[config.mk]
export PLATFORM = sky130hd
export DESIGN_NAME = ozm_ctrl
export DESIGN_NICKNAME = d
export VERILOG_FILES = /design/src/rtl/core/ozm_pkg.sv /design/src/rtl/core/ozm_ctrl.sv
export VERILOG_INCLUDE_DIRS = /design/src /design/src/rtl/core
export SDC_FILE = /design/constraint.sdc
export NUM_CORES = 1
export LEC_CHECK = 0
export BUFFER_PORTS_ARGS = -buffer_cell sky130_fd_sc_hd__buf_2
export CAP_MARGIN = 10
export CORE_MARGIN = 2
export CORE_UTILIZATION = 28
export DETAILED_ROUTE_END_ITERATION = 10
export PLACE_DENSITY = 0.62
export SLEW_MARGIN = 20
export SYNTH_ARGS = -nofsm -noshare
export SYNTH_HDL_FRONTEND = slang
export SYNTH_SLANG_ARGS = --single-unit
[constraint.sdc]
create_clock -name clk -period 1.7 [get_ports clk]
set_clock_uncertainty 0.15 [all_clocks]
set_input_delay 0.34 -clock clk [delete_from_list [all_inputs] [get_ports clk]]
set_output_delay 0.34 -clock clk [all_outputs]
set_load 0.05 [all_outputs]
[src/rtl/core/online_zscore_outlier_monitor_core_macros.svh]
// assertion macros for the online z-score outlier monitor
// included by the modules that carry assertions; no other dependencies
`ifndef ONLINE_ZSCORE_OUTLIER_MONITOR_CORE_MACROS_SVH
`define ONLINE_ZSCORE_OUTLIER_MONITOR_CORE_MACROS_SVH
`ifndef ASSERT_OFF
`define OZM_ASSERT_IMP(label, clk, rst_n, ante, cons) \
    label: assert property (@(posedge clk) disable iff (!rst_n) (ante) |-> (cons)) \
        else $error("assertion failed");
`define OZM_ASSERT_NEXT(label, clk, rst_n, ante, cons) \
    label: assert property (@(posedge clk) disable iff (!rst_n) (ante) |=> (cons)) \
        else $error("assertion failed");
`else
`define OZM_ASSERT_IMP(label, clk, rst_n, ante, cons)
`define OZM_ASSERT_NEXT(label, clk, rst_n, ante, cons)
`endif
`endif

[src/rtl/core/ozm_pkg.sv]
// shared types and constants for the online z-score outlier monitor
// no dependencies
package ozm_pkg;
    localparam int SAMPLE_WIDTH_DEF = 32;
    localparam logic [15:0] ZLIMIT_RST = 16'd768;
    localparam logic [15:0] WARMUP_RST = 16'd30;
    localparam logic [0:0] REG_ZLIMIT = 1'b0;
    localparam logic [0:0] REG_WARMUP = 1'b1;

    typedef enum logic [3:0] {
        ST_IDLE,
        ST_PRE_DIV,
        ST_PRE_SQRT,
        ST_TEST,
        ST_MEAN_DIV,
        ST_MEAN_UPD,
        ST_MUL,
        ST_ACC,
        ST_POST_DIV,
        ST_POST_SQRT,
        ST_OUT
    } ozm_state_t;

    // controller to datapath
    typedef struct packed {
        logic load;
        logic clear;
        logic div_sd_start;
        logic div_mean_start;
        logic sqrt_start;
        logic test;
        logic mean_upd;
        logic mul_step;
        logic acc;
        logic out_load;
    } ozm_cmd_t;

    // datapath to controller
    typedef struct packed {
        logic busy;
        logic mul_last;
        logic is_clear;
    } ozm_stat_t;
endpackage

[src/rtl/core/ozm_ctrl.sv]
// controller state machine sequencing one item through the datapath
// depends on ozm_pkg and the assertion macro header
`include "online_zscore_outlier_monitor_core_macros.svh"
module ozm_ctrl (
    input  logic                clk,
    input  logic                rst_n,
    input  logic                in_valid,
    output logic                in_ready,
    output logic                out_valid,
    input  logic                out_ready,
    output ozm_pkg::ozm_cmd_t   cmd,
    input  ozm_pkg::ozm_stat_t  stat
);
    import ozm_pkg::*;

    ozm_state_t state_reg, state_next;
    logic       ov_reg, ov_next;
    logic       started_reg, started_next;

    // next state
    always_comb
    begin
        state_next   = state_reg;
        started_next = 1'b0;
        case (state_reg)
            ST_IDLE:
            begin
                if (in_valid && in_ready)
                begin
                    state_next = ST_PRE_DIV;
                end
            end
            ST_PRE_DIV:
            begin
                if (stat.is_clear)
                begin
                    state_next = ST_OUT;
                end
                else if (started_reg && !stat.busy)
                begin
                    state_next = ST_PRE_SQRT;
                end
                else
                begin
                    started_next = 1'b1;
                end
            end
            ST_PRE_SQRT:
            begin
                if (started_reg && !stat.busy)
                begin
                    state_next = ST_TEST;
                end
                else
                begin
                    started_next = 1'b1;
                end
            end
            ST_TEST:     state_next = ST_MEAN_DIV;
            ST_MEAN_DIV:
            begin
                if (started_reg && !stat.busy)
                begin
                    state_next = ST_MEAN_UPD;
                end
                else
                begin
                    started_next = 1'b1;
                end
            end
            ST_MEAN_UPD: state_next = ST_MUL;
            ST_MUL:
            begin
                if (stat.mul_last)
                begin
                    state_next = ST_ACC;
                end
            end
            ST_ACC:      state_next = ST_POST_DIV;
            ST_POST_DIV:
            begin
                if (started_reg && !stat.busy)
                begin
                    state_next = ST_POST_SQRT;
                end
                else
                begin
                    started_next = 1'b1;
                end
            end
            ST_POST_SQRT:
            begin
                if (started_reg && !stat.busy)
                begin
                    state_next = ST_OUT;
                end
                else
                begin
                    started_next = 1'b1;
                end
            end
            ST_OUT:      state_next = ST_IDLE;
            default:     state_next = ST_IDLE;
        endcase
    end

    // commands
    always_comb
    begin
        cmd = '0;
        case (state_reg)
            ST_IDLE:      cmd.load = in_valid && in_ready;
            ST_PRE_DIV:
            begin
                cmd.clear        = stat.is_clear;
                cmd.div_sd_start = !stat.is_clear && !started_reg;
            end
            ST_PRE_SQRT:  cmd.sqrt_start = !started_reg;
            ST_TEST:      cmd.test = 1'b1;
            ST_MEAN_DIV:  cmd.div_mean_start = !started_reg;
            ST_MEAN_UPD:  cmd.mean_upd = 1'b1;
            ST_MUL:       cmd.mul_step = 1'b1;
            ST_ACC:       cmd.acc = 1'b1;
            ST_POST_DIV:  cmd.div_sd_start = !started_reg;
            ST_POST_SQRT: cmd.sqrt_start = !started_reg;
            ST_OUT:       cmd.out_load = 1'b1;
            default:      cmd = '0;
        endcase
    end

    // result register handshake
    assign in_ready = (state_reg == ST_IDLE) && (!ov_reg || out_ready);
    always_comb
    begin
        ov_next = ov_reg;
        if (out_ready)
        begin
            ov_next = 1'b0;
        end
        if (state_reg == ST_OUT)
        begin
            ov_next = 1'b1;
        end
    end
    assign out_valid = ov_reg;

    always_ff @(posedge clk or negedge rst_n)
    begin
        if (!rst_n)
        begin
            state_reg   <= ST_IDLE;
            ov_reg      <= 1'b0;
            started_reg <= 1'b0;
        end
        else
        begin
            state_reg   <= state_next;
            ov_reg      <= ov_next;
            started_reg <= started_next;
        end
    end

    `OZM_ASSERT_NEXT(a_out_set, clk, rst_n, state_reg == ST_OUT, out_valid)
    `OZM_ASSERT_IMP(a_ready_idle, clk, rst_n, in_ready, state_reg == ST_IDLE)
    `OZM_ASSERT_IMP(a_one_start, clk, rst_n, cmd.div_sd_start, !cmd.sqrt_start)
endmodule

==> results list, run 1 <==
- Summed over all layers, the routed wires come to 1424 µm.
* Placed inst area: 753.2 µm²
* Post-route cell area: 937.1 µm²
- The run finished, with violations left.
- Synthesis handed over a netlist of 52 instances.
- The initial utilization of the core area, before any placement, comes to 29.00%.
- Average wire per standard cell: 13.06 µm
- After the flow finishes, the layout carries non-filler instances totaling 109.
* Post-synthesis cell type with the largest combined area: sky130_fd_sc_hd__dfrtp_1
- The analysis attributes to cell leakage a power of 0.4227 nW.
* Net total in the final layout: 101
- The clock net in this run drives a total of 6 sinks.
- The initial antenna violation count was 0.
- Global-route wire length before repair: 2352 µm
- STA classifies the critical path startpoint as a flip-flop.
- P&R area growth vs syn: 119.6%
- Critical Path AT: 1.36 ns
- Top_reg_cell synth: sky130_fd_sc_hd__dfrtp_1
* Post-synthesis cell area: 426.7 µm²
- Maximum number of pins on one net before global-route repair: 9
- Clock latency on the worst-skew pair, taken at its later pin, is 0.24 ns.
- At the pin with the least slew margin, the transition time is 0.2881 ns.
- Boundary Pins: 19
* Setup Viol. Count Final: 14
- In this run the deepest clock path goes through 2 buffers.
- Clock-pin slew was measured on the worst setup and hold paths at 0.05 ns.
- Power spread over the standard cell area amounts to 2114 nW/µm².
- Max-cap violations in this run came to 0.
- Initial drt markers: 7
- Post-Synthesis Mean Instance Area: 8.205 µm²
- The routed layout has 538 vias.
- Ranked by instance count, the synthesized netlist is headed by sky130_fd_sc_hd__nor2_1 (7), sky130_fd_sc_hd__dfrtp_1 (6), sky130_fd_sc_hd__nand2_1 (4), sky130_fd_sc_hd__nand2b_1 (4), sky130_fd_sc_hd__nor3_1 (4).
- In this run the worst hold path is classified as in -> reg.
- Number of global-route vias before repair: 512
- Category of the critical setup timing path: reg -> out
- Remaining max-slew budget at the tightest pin: 80.80%
- Counting tap cells, the placed design contains a total of 100 instances.
- Aggregate global-route resource usage: 17.27%
- Async set-reset flop share out of synthesis: 100.0%
- Post-layout utilization of the core: 63.69%
- Final Slew Violations: 0
- The core region is 1471 µm².
- The checks that failed: setup timing.
- Total number of H-tree levels: 1
* Global placer's final weighted congestion: 0.7678
* Total inserted antenna cells: 0
- Final cycle utilization of the critical path: 108.6%
- The die covers 1852 µm².
- Total congestion overflow: 0
* CTS tree: built
- Once detail routing completed, the nets flagged for antenna violations numbered 0.
* Register area share after synthesis: 35.19%
- Clock tree synthesis selected as its root buffer the cell sky130_fd_sc_hd__clkbuf_4.
* Flop and latch count out of synthesis: 6
- Via count normalized by instance count: 4.936
- Vert. Die Dim: 43.04 µm
- The number of endpoints with negative hold slack in the final report was 0.
- The number of different library cells used by synthesis comes to 25.
- Number of enable flip-flop cells after synthesis: 0
- Largest voltage drop on the vdd net: 1.023 mV
- Setup repair after global routing could not meet its margin everywhere.
- In this run the horizontal extent of the chip is 43.04 µm.
- Area share of the largest cell type after synthesis: 35.19%
- In this run the worst path has a maximum fanout of 6.
- Port-buffer cells: 18
* Tmin final: 1.846 ns
* Fmax: 541.7 MHz
- Worst Setup Slack, final: -0.1460 ns
* Critical path data required time: 1.21 ns
* TritonRoute pass-1 iters: 4
- Cells with a size suffix above 1 make up 74.19% of the layout.
- Setup tns final: -1.074 ns
- TritonCTS buffer count: 3
- Cells taking the most area after synthesis: sky130_fd_sc_hd__dfrtp_1 (35%), sky130_fd_sc_hd__nor2_1 (6.2%), sky130_fd_sc_hd__nand2b_1 (5.9%), sky130_fd_sc_hd__mux2i_1 (4.7%), sky130_fd_sc_hd__nor3_1 (4.7%)
* Count of warnings emitted by yosys: 0
- DRC viols: 0
- The initialized floorplan defines 14 standard-cell rows.
* Top-count cell post-synth: sky130_fd_sc_hd__nor2_1
- Synth Net Count: 59
- Post-detailed-placement half-perimeter wirelength: 990.1 µm
- STA classifies the critical path endpoint as an output pin.
* Flip-flop count of the largest register, all copies and words added: 4
==> area by class of cell <==
type	count	area, µm²
clock buffer	4	26.28
fill	131	534.3
inverter	1	3.754
multi-input combinational	41	392.9
sequential	6	156.4
tap	16	20.02
timing repair buffer	41	337.8
==> power by group <==
part	switching, mW	internal, mW	leakage [nW]
Sequential	0.121	0.213	0.0705
Clock	0.0493	0.0888	0.0150
Combinational	0.803	0.705	0.337
Total	0.974	1.01	0.423
==> per-stage QoR <==
step | hold WS, ns | worst slack (ns) | power [mW]
6_report | 0.2405 | -0.1460 | 1.981
5_1_grt | 0.2465 | -0.2120 | 2.107
4_1_cts | 0.2362 | -0.1437 | 1.874
3_5_place_dp | 0.01890 | -0.02067 | 1.547
3_3_place_gp | 0.01625 | -0.02505 | 1.533
2_1_floorplan | -0.1056 | -0.3258 | 1.155
==> cells in the final DEF, fill, tap and decap left out, types with 2 or more instances in the layout <==
cell                       synthesis  layout
sky130_fd_sc_hd__clkbuf_4          0       3
sky130_fd_sc_hd__nor2_1            7       2
sky130_fd_sc_hd__dfrtp_2           0       5
sky130_fd_sc_hd__nand2b_4          0       2
sky130_fd_sc_hd__nor2_4            0       4
sky130_fd_sc_hd__buf_2             3       7
sky130_fd_sc_hd__nor3_2            0       2
sky130_fd_sc_hd__buf_6             0      10
sky130_fd_sc_hd__nand2_1           4       3
sky130_fd_sc_hd__nor3_4            0       2
sky130_fd_sc_hd__nor4_4            0       2
sky130_fd_sc_hd__nand2b_1          4       2
sky130_fd_sc_hd__a21oi_1           2       2
sky130_fd_sc_hd__nor2b_1           3       2
sky130_fd_sc_hd__buf_4             1      22
==> critical path: stages (launching register included) <==
cell and delay [ns]:
sky130_fd_sc_hd__dfrtp_2 0.48, sky130_fd_sc_hd__buf_6 0.17, sky130_fd_sc_hd__nor4_4 0.27, sky130_fd_sc_hd__buf_6 0.19
==> worst paths after layout <==
check                                    startpoint  slack, ns  depth (start not counted)                        to
setup / recovery           state_reg[1]$_DFFE_PN0P_      -0.15                          3                    cmd[6]
max in group asynchronous                     rst_n       0.95                          2  state_reg[3]$_DFFE_PN0P_
setup reg to reg           state_reg[1]$_DFFE_PN0P_      -0.05                          5  state_reg[0]$_DFFE_PN0P_
hold / removal                            out_ready       0.24                          3     out_valid$_DFFE_PN0P_
min in group asynchronous                     rst_n       0.30                          2     out_valid$_DFFE_PN0P_
hold reg to reg               out_valid$_DFFE_PN0P_       0.39                          2     out_valid$_DFFE_PN0P_
==> layer usage <==
metal  up-vias  routed length, µm  track usage [%]
met4         0                 40            7.273
met1       253                594            21.00
met3         6                 27            2.553
met2        12                761            30.00
li1        267                  -                -
met5         -                  0                0
==> logic make-up (layout without fill, tap and decap cells) <==
logic type      count (synthesis)  after routing  synth area share [%]
mux                             2              2                 4.692
flops                           6              6                 35.19
xor+xnor                        2              2                 4.106
buf+inv                         5             46                 6.157
simple gates                   29             29                 35.19
compound gates                  8              8                 14.66
==> what timing repair did <==
item | 4_1_cts | 5_1_grt
hold buffers | 1 | 0
hold endpoints to repair | 6 | 0
setup endpoints to repair | 12 | 13
setup buffers | 3 | 1
pin swaps | 2 | 2
resized for setup | 28 | 7
(Power assumes the default switching activity.)
==> run 2, diff against run 1 <==
--- a/config.mk
+++ b/config.mk
@@ -8,11 +8,12 @@
 export LEC_CHECK = 0
 export BUFFER_PORTS_ARGS = -buffer_cell sky130_fd_sc_hd__buf_2
 export CAP_MARGIN = 10
-export CORE_MARGIN = 2
-export CORE_UTILIZATION = 28
+export CORE_AREA = 2 2 39 41
 export DETAILED_ROUTE_END_ITERATION = 10
-export PLACE_DENSITY = 0.62
+export DIE_AREA = 0 0 41 43
+export PLACE_DENSITY = 0.68
 export SLEW_MARGIN = 20
 export SYNTH_ARGS = -nofsm -noshare
 export SYNTH_HDL_FRONTEND = slang
 export SYNTH_SLANG_ARGS = --single-unit
+export TNS_END_PERCENT = 1
==> run 2 against run 1 <==
Compared with the run above: the run still ends with setup timing left; via count fell by 7.8%; setup slack improved by 0.032 ns; fmax rose by 1.8%; die area fell by 4.8%; global-route usage rose by 0.73 points; non-clock buffer count fell by 8; first-iteration DRC count fell by 57%; critical endpoint is now cmd[9].
==> results list, run 2 (synthesized netlist as in run 1, its figures left out) <==
- The CTS buffer count was 3 (unchanged).
- Reg2Reg Launch Point: state_reg[1]$_DFFE_PN0P_ (unchanged)
* Violations in the final reports: setup timing (unchanged)
- Reg clk slew, reported paths: 0.05 ns (about the same)
- Category of the critical setup timing path: reg -> out (unchanged)
* Post-layout utilization of the core: 63.20% (was 63.69%)
* Worst Setup End Kind: output pin (unchanged)
* TritonCTS sink count: 6 (unchanged)
* DRC viols: 0 (unchanged)
- The synthesis-to-finish area growth came to 105.0% (was 119.6%).
- Max stage delay cell, worst path: sky130_fd_sc_hd__dfrtp_2 (unchanged)
* Type of the tightest min-delay check: in -> reg (unchanged)
- Final hold viol count: 0 (unchanged)
* Highest cell delay on the worst timing path: 0.43 ns (was 0.48 ns)
* Number of rows created at floorplan: 14 (unchanged)
- The required time at the worst-slack endpoint is 1.21 ns (about the same).
- Worst Setup Slack, final: -0.1141 ns (was -0.1460 ns)
- Total number of H-tree levels: 1 (unchanged)
* CTS tree: built (unchanged)
* Port-buffer cells: 18 (unchanged)
- Lkg Pwr: 0.3909 nW (was 0.4227 nW)
- Worst Hold Margin: 0.2240 ns (was 0.2405 ns)
- Endpoint of the most critical register-to-register path: state_reg[0]$_DFFE_PN0P_ (unchanged)
- Total wire length: 1308 µm (was 1424 µm)
- The final instance area came to 874.6 µm² (was 937.1 µm²).
- Critical Path, Cell by Cell: nor2_4 -> nand2_2 -> nor3_4 -> and2_4 -> buf_8 (was buf_6 -> nor4_4 -> buf_6).
* Actual slew at the worst max-slew pin: 0.2479 ns (was 0.2881 ns)
- RSZ-0062 raised after global routing: true (unchanged).
- The maximum root-to-sink buffer count was 2 (unchanged).
- The power density normalized to cell area came to 2092 nW/µm² (was 2114 nW/µm²).
- The arrival time at the worst endpoint was 1.32 ns (was 1.36 ns).
- Final cycle utilization of the critical path: 106.7% (was 108.6%)
* Flip-flop count of the largest register, all copies and words added: 4 (unchanged)
- TritonRoute pass-1 iters: 2 (was 4)
- The final max-slew violation count was 0 (unchanged).
- The most frequent standard cell in the layout excluding fill and tap cells is sky130_fd_sc_hd__buf_4 (unchanged).
- Kind of launch point of the worst setup path: flip-flop (unchanged)
* Overall die area: 1763 µm² (was 1852 µm²)
* Total area of multi-input combinational cells: 380.4 µm² (was 392.9 µm²)
- The total congestion overflow after global routing is 0 (unchanged).
- The detailed-route via count is 496 (was 538).
- Aggregate global-route resource usage: 18.00% (was 17.27%)
- The core region area was 1384 µm² (was 1471 µm²).
- The power after layout is 1.830 mW (was 1.981 mW).
* Hold path start: out_ready (unchanged)
- Area taken by flip-flops and latches: 156.4 µm² (unchanged)
- Post-detailed-placement half-perimeter wirelength: 906.1 µm (was 990.1 µm)
- The first-pass GRT wire length is 2180 µm (was 2352 µm).
- The length in cells of the worst reg-to-reg path came to 5 (unchanged).
- The share of cells above drive strength 1 was 70.59% (was 74.19%).
* Global placer's final weighted congestion: 0.7573 (was 0.7678)
- Antenna violations before repair: 0 (unchanged)
- The overall die height was 43 µm (was 43.04 µm).
- Fmax: 551.2 MHz (was 541.7 MHz)
- The maximum number of pins on one net before global-route repair was 9 (unchanged).
- Boundary Pins: 19 (unchanged)
- Later-pin clock latency in the skew report: 0.25 ns (was 0.24 ns)
- Number of nets with antenna violations after routing: 0 (unchanged)
- Filler cell count: 105 (was 131)
* Net total in the final layout: 93 (was 101)
- Via count normalized by instance count: 4.911 (was 4.936)
- Tmin final: 1.814 ns (was 1.846 ns)
- Initial drt markers: 3 (was 7)
- Result of the run: finished with violations (unchanged)
- Total inserted antenna cells: 0 (unchanged)
- The headroom to the max-slew limit was 83.00% (was 80.80%).
- Number of global-route vias before repair: 493 (was 512)
* Placed inst area: 691.9 µm² (was 753.2 µm²)
* Initial core utilization: 30.83% (was 29.00%)
* Max Cap Violations: 0 (unchanged)
- CTS Root Buffer Type: sky130_fd_sc_hd__clkbuf_4 (unchanged)
- Hold worst-path end: out_valid$_DFFE_PN0P_ (unchanged)
* Setup Viol. Count Final: 11 (was 14)
- The register-to-register setup slack came to -0.02 ns (was -0.05 ns).
- Die Span X: 41 µm (was 43.04 µm)
- The cell depth of the worst min-delay path came to 3 (unchanged).
- The detailed-route wire length per cell was 12.95 µm (was 13.06 µm).
- Worst Path Max Fanout: 4 (was 6)
- Largest voltage drop on the vdd net: 0.9161 mV (was 1.023 mV)
- Most used cells in the layout excluding fill and tap cells: sky130_fd_sc_hd__buf_4 (12), sky130_fd_sc_hd__buf_6 (10), sky130_fd_sc_hd__buf_2 (8), sky130_fd_sc_hd__dfrtp_2 (5) (was sky130_fd_sc_hd__buf_4 (22), sky130_fd_sc_hd__buf_6 (10), sky130_fd_sc_hd__buf_2 (7), sky130_fd_sc_hd__dfrtp_2 (5), sky130_fd_sc_hd__nor2_4 (4)).
run 2: worst max-delay path by stage:
stage	start	endpoint	slack [ns]	cells after the start
2_1_floorplan	state_reg[2]$_DFFE_PN0P_	cmd[9]	-0.33	5
4_1_cts	state_reg[2]$_DFFE_PN0P_	cmd[9]	-0.12	5
6_report	state_reg[3]$_DFFE_PN0P_	cmd[9]	-0.11	5
3_5_place_dp	state_reg[0]$_DFFE_PN0P_	cmd[5]	-0.01	5
5_1_grt	state_reg[2]$_DFFE_PN0P_	cmd[9]	-0.21	5
3_3_place_gp	state_reg[0]$_DFFE_PN0P_	cmd[5]	-0.02	5
run 2: stage by stage:
step / setup slack, ns / TNS, ns / cells
CTS: -0.1212 / -0.8080 / 100
detailed placement: -0.01363 / -0.01398 / 93
global placement: -0.01802 / -0.01802 / 93
finish: -0.1141 / -0.6984 / 101
floorplan: -0.3261 / -1.712 / 52
global route: -0.2060 / -1.487 / 101
run 2: power by group:
group | leakage (nW) | total, mW | internal (mW) | switching (mW)
logic | 0.305 | 1.37 | 0.596 | 0.775
clock network | 0.0150 | 0.144 | 0.0891 | 0.0550
registers | 0.0705 | 0.315 | 0.213 | 0.102
run 2: timing repair:
action | CTS | global route
setup buffers | 2 | 1
hold buffers | 1 | 0
setup endpoints to repair | 12 | 13
gates resized for setup | 31 | 7
pin swaps | 6 | 1
endpoints found under the hold margin | 6 | 0
run 2: final cells by class:
class / instances / share of cell area, %
Sequential cell: 6 / 17.88
Timing Repair Buffer: 33 / 32.90
Inverter: 1 / 0.4292
Tap cell: 16 / 2.289
Multi-Input combinational cell: 41 / 43.49
Clock buffer: 4 / 3.004
run 2: metal layers:
metal	global-route usage (%)	up-vias	wire length (µm)
li1	-	248	-
met1	22.04	238	573
met2	29.06	10	700
met3	4.712	0	34
met4	6.000	0	0
met5	0	-	0
run 2: critical path: cells and delay by family, from the launching register on:
kind	cells	cell delay, ns
flops	1	0.43
buf+inv	1	0.13
simple gates	4	0.53
==> run 3, diff against run 2 <==
--- a/config.mk
+++ b/config.mk
@@ -6,12 +6,13 @@
 export SDC_FILE = /design/constraint.sdc
 export NUM_CORES = 1
 export LEC_CHECK = 0
+export ABC_AREA = 1
 export BUFFER_PORTS_ARGS = -buffer_cell sky130_fd_sc_hd__buf_2
 export CAP_MARGIN = 10
 export CORE_AREA = 2 2 39 41
 export DETAILED_ROUTE_END_ITERATION = 10
 export DIE_AREA = 0 0 41 43
-export PLACE_DENSITY = 0.68
+export PLACE_DENSITY = 0.71
 export SLEW_MARGIN = 20
 export SYNTH_ARGS = -nofsm -noshare
 export SYNTH_HDL_FRONTEND = slang
==> run 3 against run 2 <==
Compared with the run above: the run still ends with setup timing left; highest routed layer is now met4; combinational power is 16% lower; largest cell class unchanged; synthesized cell count is 38% higher; clock power is 16% lower; wire length is 2.1% lower; critical path type unchanged; worst hold slack better by 0.029 ns; critical path depth stayed put.
==> results list, run 3 <==
- Via count: 527 (was 496)
- Critical Path, Cell by Cell: nor2_1 -> buf_4 -> nand2_4 -> nor3b_4 -> buf_6 (was nor2_4 -> nand2_2 -> nor3_4 -> and2_4 -> buf_8).
- Number of enable flip-flop cells after synthesis: 0 (unchanged)
* R2R depth: 9 (was 5)
* Share of the synthesized area in compound gates (AO/OA/AOI/OAI): 6.739% (was 14.66%)
- The simple-gate share of the synthesized area was 46.36% (was 35.19%).
- Max stage delay cell, worst path: sky130_fd_sc_hd__dfrtp_1 (was sky130_fd_sc_hd__dfrtp_2)
- Total number of H-tree levels: 1 (unchanged)
- Syn Inst Count: 72 (was 52)
- Worst Setup End Kind: output pin (unchanged)
- Initial drt markers: 7 (was 3)
- The total of buffers placed on input and output ports was 18 (unchanged).
- The core region area came to 1384 µm² (unchanged).
- Category of the critical setup timing path: reg -> out (unchanged)
- The logic gate share of total power came to 73.1% (was 74.9%).
- The number of nets still failing antenna checks after routing is 0 (unchanged).
- The switching part of the total power is 56.87% (was 50.92%).
- The total setup violations reported at the end of the flow was 10 (was 11).
- The part of the power in the clock network was 7.7% (was 7.9%).
- Pint: 0.6768 mW (was 0.8980 mW)
- The part of the Yosys area used for sequential elements came to 32.35% (was 35.19%).
- The CTS buffer count came to 3 (unchanged).
- Flip-flop count of the largest register, all copies and words added: 4 (unchanged)
- The width of the die is 41 µm (unchanged).
* Most used cells in the layout excluding fill and tap cells: sky130_fd_sc_hd__nand2_1 (17), sky130_fd_sc_hd__inv_1 (15), sky130_fd_sc_hd__buf_6 (8), sky130_fd_sc_hd__nor2_1 (7), sky130_fd_sc_hd__buf_2 (7) (was sky130_fd_sc_hd__buf_4 (12), sky130_fd_sc_hd__buf_6 (10), sky130_fd_sc_hd__buf_2 (8), sky130_fd_sc_hd__dfrtp_2 (5))
- Placed Cells: 106 (was 93)
- Setup slack of the worst register-to-register path: 0.19 ns (was -0.02 ns)
- Async set-reset flop share out of synthesis: 100.0% (unchanged)
* Total inserted antenna cells: 0 (unchanged)
* RSZ-0062 raised after global routing: true (unchanged)
* Global-route wire length before repair: 1883 µm (was 2180 µm)
* Post-route cell area: 720.7 µm² (was 874.6 µm²)
* Reg clk slew, reported paths: 0.04 ns (was 0.05 ns)
- The summed instance area of the synthesized netlist is 464.2 µm² (was 426.7 µm²).
- Worst Path Max Fanout: 4 (unchanged)
- The CTS tree is built (unchanged).
- Result of the run: finished with violations (unchanged)
- The initial core utilization is 33.54% (was 30.83%).
- The delay of the slowest cell on the worst path was 0.40 ns (was 0.43 ns).
* Total area of multi-input combinational cells: 292.8 µm² (was 380.4 µm²)
* Synth Net Count: 79 (was 59)
- The final core area utilization came to 52.08% (was 63.20%).
* Boundary Pins: 19 (unchanged)
* Lkg Pwr: 0.4121 nW (was 0.3909 nW)
- Global placer's final weighted congestion: 0.7812 (was 0.7573)
* Kind of launch point of the worst setup path: flip-flop (unchanged)
- The capture point of the worst reg-to-reg path is state_reg[0]$_DFFE_PN0P_ (unchanged).
* Final hold viol count: 0 (unchanged)
- Max Cap Violations: 0 (unchanged)
* Adder and majority gate portion of the synthesized area: 0% (unchanged)
* Multiplexer share of the synthesized area: 0% (was 4.692%)
* Largest family of logic cells by synthesized area: simple AND/OR/NAND/NOR gates (unchanged)
- The area taken by flip-flops and latches came to 152.6 µm² (was 156.4 µm²).
- The leading register cell type out of synthesis was sky130_fd_sc_hd__dfrtp_1 (unchanged).
- The number of register bits inferred by synthesis was 6 (unchanged).
- Area share of the largest cell type after synthesis: 32.35% (was 35.19%)
- CTS Root Buffer Type: sky130_fd_sc_hd__clkbuf_4 (unchanged)
- The portion of the clock cycle consumed by the worst path in the final layout is 111.5% (was 106.7%).
- The initial antenna violation count is 0 (unchanged).
- The hold-critical path endpoint is state_reg[3]$_DFFE_PN0P_ (was out_valid$_DFFE_PN0P_).
- The non-filler instance count after layout came to 111 (was 101).
* Switching power: 0.8923 mW (was 0.9317 mW)
* P&R area growth vs syn: 55.26% (was 105.0%)
* CTS Buffer Depth: 2 (unchanged)
- The mean instance size in the synthesized netlist came to 6.447 µm² (was 8.205 µm²).
- Net total in the final layout: 104 (was 93)
- The type of the worst min-delay path is in -> reg (unchanged).
* Aggregate global-route resource usage: 16.24% (was 18.00%)
- Maximum number of pins on one net before global-route repair: 7 (was 9)
- Later-pin clock latency in the skew report: 0.23 ns (was 0.25 ns)
* Cells taking the most area after synthesis: sky130_fd_sc_hd__dfrtp_1 (32%), sky130_fd_sc_hd__nand2_1 (14%), sky130_fd_sc_hd__inv_1 (12%), sky130_fd_sc_hd__nor2_1 (8.1%), sky130_fd_sc_hd__nand3_1 (5.4%) (was sky130_fd_sc_hd__dfrtp_1 (35%), sky130_fd_sc_hd__nor2_1 (6.2%), sky130_fd_sc_hd__nand2b_1 (5.9%), sky130_fd_sc_hd__mux2i_1 (4.7%), sky130_fd_sc_hd__nor3_1 (4.7%))
- The worst reg2reg path startpoint is state_reg[3]$_DFFE_PN0P_ (was state_reg[1]$_DFFE_PN0P_).
* Largest voltage drop on the vdd net: 0.9612 mV (was 0.9161 mV)
- Fmax: 527.7 MHz (was 551.2 MHz)
* Number of rows created at floorplan: 14 (unchanged)
- Vert. Die Dim: 43 µm (unchanged)
* Hold path start: stat[0] (was out_ready)
- The worst path setup slack after routing came to -0.1951 ns (was -0.1141 ns).
- Critical path data required time: 1.21 ns (about the same)
- The cell depth of the worst min-delay path came to 3 (unchanged).
- Total congestion overflow: 0 (unchanged)
* Setup tns final: -0.9480 ns (was -0.6984 ns)
* Tmin final: 1.895 ns (was 1.814 ns)
- Violations in the final reports: setup timing (unchanged).
- Worst Hold Margin: 0.2527 ns (was 0.2240 ns)
- The overall die area is 1763 µm² (unchanged).
- Average wire per standard cell: 11.54 µm (was 12.95 µm)
- The sequential group share of total power was 19.2% (was 17.2%).
- DRC viols: 0 (unchanged)
- Top-count cell post-synth: sky130_fd_sc_hd__nand2_1 (was sky130_fd_sc_hd__nor2_1)
- The count of warnings emitted by yosys came to 0 (unchanged).
- The number of detailed-routing iterations run before antenna repair is 5 (was 2).
- Total wire length: 1281 µm (was 1308 µm)
- The per-cell via count in the routed design was 4.748 (was 4.911).
- The cell taking the most area after synthesis is sky130_fd_sc_hd__dfrtp_1 (unchanged).
- Final Slew Violations: 0 (unchanged)
- The arrival time at the worst endpoint came to 1.41 ns (was 1.32 ns).
- The headroom to the max-slew limit was 83.56% (was 83.00%).
- Actual slew at the worst max-slew pin: 0.2484 ns (was 0.2479 ns)
- The TritonCTS sink count is 6 (unchanged).
- The power density normalized to cell area was 2177 nW/µm² (was 2092 nW/µm²).
* Post-detailed-placement half-perimeter wirelength: 832 µm (was 906.1 µm)
- Share of post-route cells with drive strength above 1: 44.21% (was 70.59%)
- The most frequent standard cell in the layout excluding fill and tap cells is sky130_fd_sc_hd__nand2_1 (was sky130_fd_sc_hd__buf_4).
- Number of global-route vias before repair: 482 (was 493)
* Count of cell types in the netlist: 18 (was 25)
* Top cells by instance count after synthesis: sky130_fd_sc_hd__nand2_1 (17), sky130_fd_sc_hd__inv_1 (15), sky130_fd_sc_hd__nor2_1 (10), sky130_fd_sc_hd__dfrtp_1 (6), sky130_fd_sc_hd__nand3_1 (5) (was sky130_fd_sc_hd__nor2_1 (7), sky130_fd_sc_hd__dfrtp_1 (6), sky130_fd_sc_hd__nand2_1 (4), sky130_fd_sc_hd__nand2b_1 (4), sky130_fd_sc_hd__nor3_1 (4))
- Placed inst area: 583.1 µm² (was 691.9 µm²)
- The parity-gate share of the synthesized area counting xor and xnor cells was 0% (was 4.106%).
* Filler cell count: 129 (was 105)
==> run 3: changes by cell type in the layout (fill, tap and decap cells not counted), sizes merged, moves of 2 or more <==
cell / delta
buf: -12
inv: +15
mux2i: -2
nand2: +14
nand2b: -4
nand3: +7
nor2: +8
nor2b: -3
nor3: -3
nor4: -2
o21ai: -2
==> run 3: routing by layer <==
metal	share of wire [%]	global-route usage, %	wire, µm	up-vias
li1	-	-	-	268
met5	0	0	0	-
met1	40	20.00	515	238
met3	3.0	3.141	39	4
met2	54	24.38	691	17
met4	2.7	10.67	35	0
==> run 3: kinds of logic (layout without fill, tap and decap cells) <==
kind of cell | Yosys count | in the layout
AO/OA/AOI/OAI | 5 | 5
buffers and inverters | 17 | 40
flip-flops | 6 | 6
AND/OR/NAND/NOR | 44 | 44
==> run 3: per-stage QoR <==
step / power (mW) / setup WS [ns]
after floorplan: 1.012 / -0.2823
after global placement: 1.197 / 0.02667
after detailed placement: 1.204 / 0.004448
after CTS: 1.443 / -0.1616
after global routing: 1.682 / -0.2315
final: 1.569 / -0.1951
==> run 3: final cells by class <==
cell class | instances | share of cell area [%]
Tap cell | 16 | 2.778
Multi-Input combinational cell | 49 | 40.63
Sequential cell | 6 | 21.18
Clock buffer | 3 | 3.125
Timing Repair Buffer | 21 | 23.96
Inverter | 16 | 8.333
==> run 3: worst max-delay path: cells and delay by family (launching register included) <==
family	cells	cell delay [ns]
and+or+nand+nor	3	0.41
DFF	1	0.40
buffers and inverters	2	0.35
==> run 3: repair_timing <==
action,4_1_cts,5_1_grt
hold endpoints to repair,6,0
hold buffers,1,0
endpoints found under the setup margin,11,11
setup buffers,0,1
pin swaps,3,3
resized for setup,21,9
==> run 3: how the worst max path moves through the flow <==
| stage | startpoint | to | slack, ns | depth (start not counted) |
|---|---|---|---|---|
| after global routing | state_reg[3]$_DFFE_PN0P_ | cmd[7] | -0.23 | 5 |
| after detailed placement | state_reg[0]$_DFFE_PN0P_ | cmd[9] | 0.004 | 4 |
| after floorplan | state_reg[1]$_DFFE_PN0P_ | cmd[7] | -0.28 | 3 |
| final | state_reg[3]$_DFFE_PN0P_ | cmd[9] | -0.20 | 5 |
| after CTS | state_reg[3]$_DFFE_PN0P_ | cmd[9] | -0.16 | 5 |
| after global placement | state_reg[1]$_DFFE_PN0P_ | cmd[9] | 0.03 | 4 |
==> run 3: power groups by stage <==
stage | clock network, mW | logic, mW | registers (mW)
2_1_floorplan | 0 | 0.726 | 0.285
3_3_place_gp | 0 | 0.928 | 0.269
3_5_place_dp | 0 | 0.932 | 0.272
4_1_cts | 0.129 | 1.04 | 0.278
5_1_grt | 0.136 | 1.24 | 0.308
6_report | 0.121 | 1.15 | 0.301
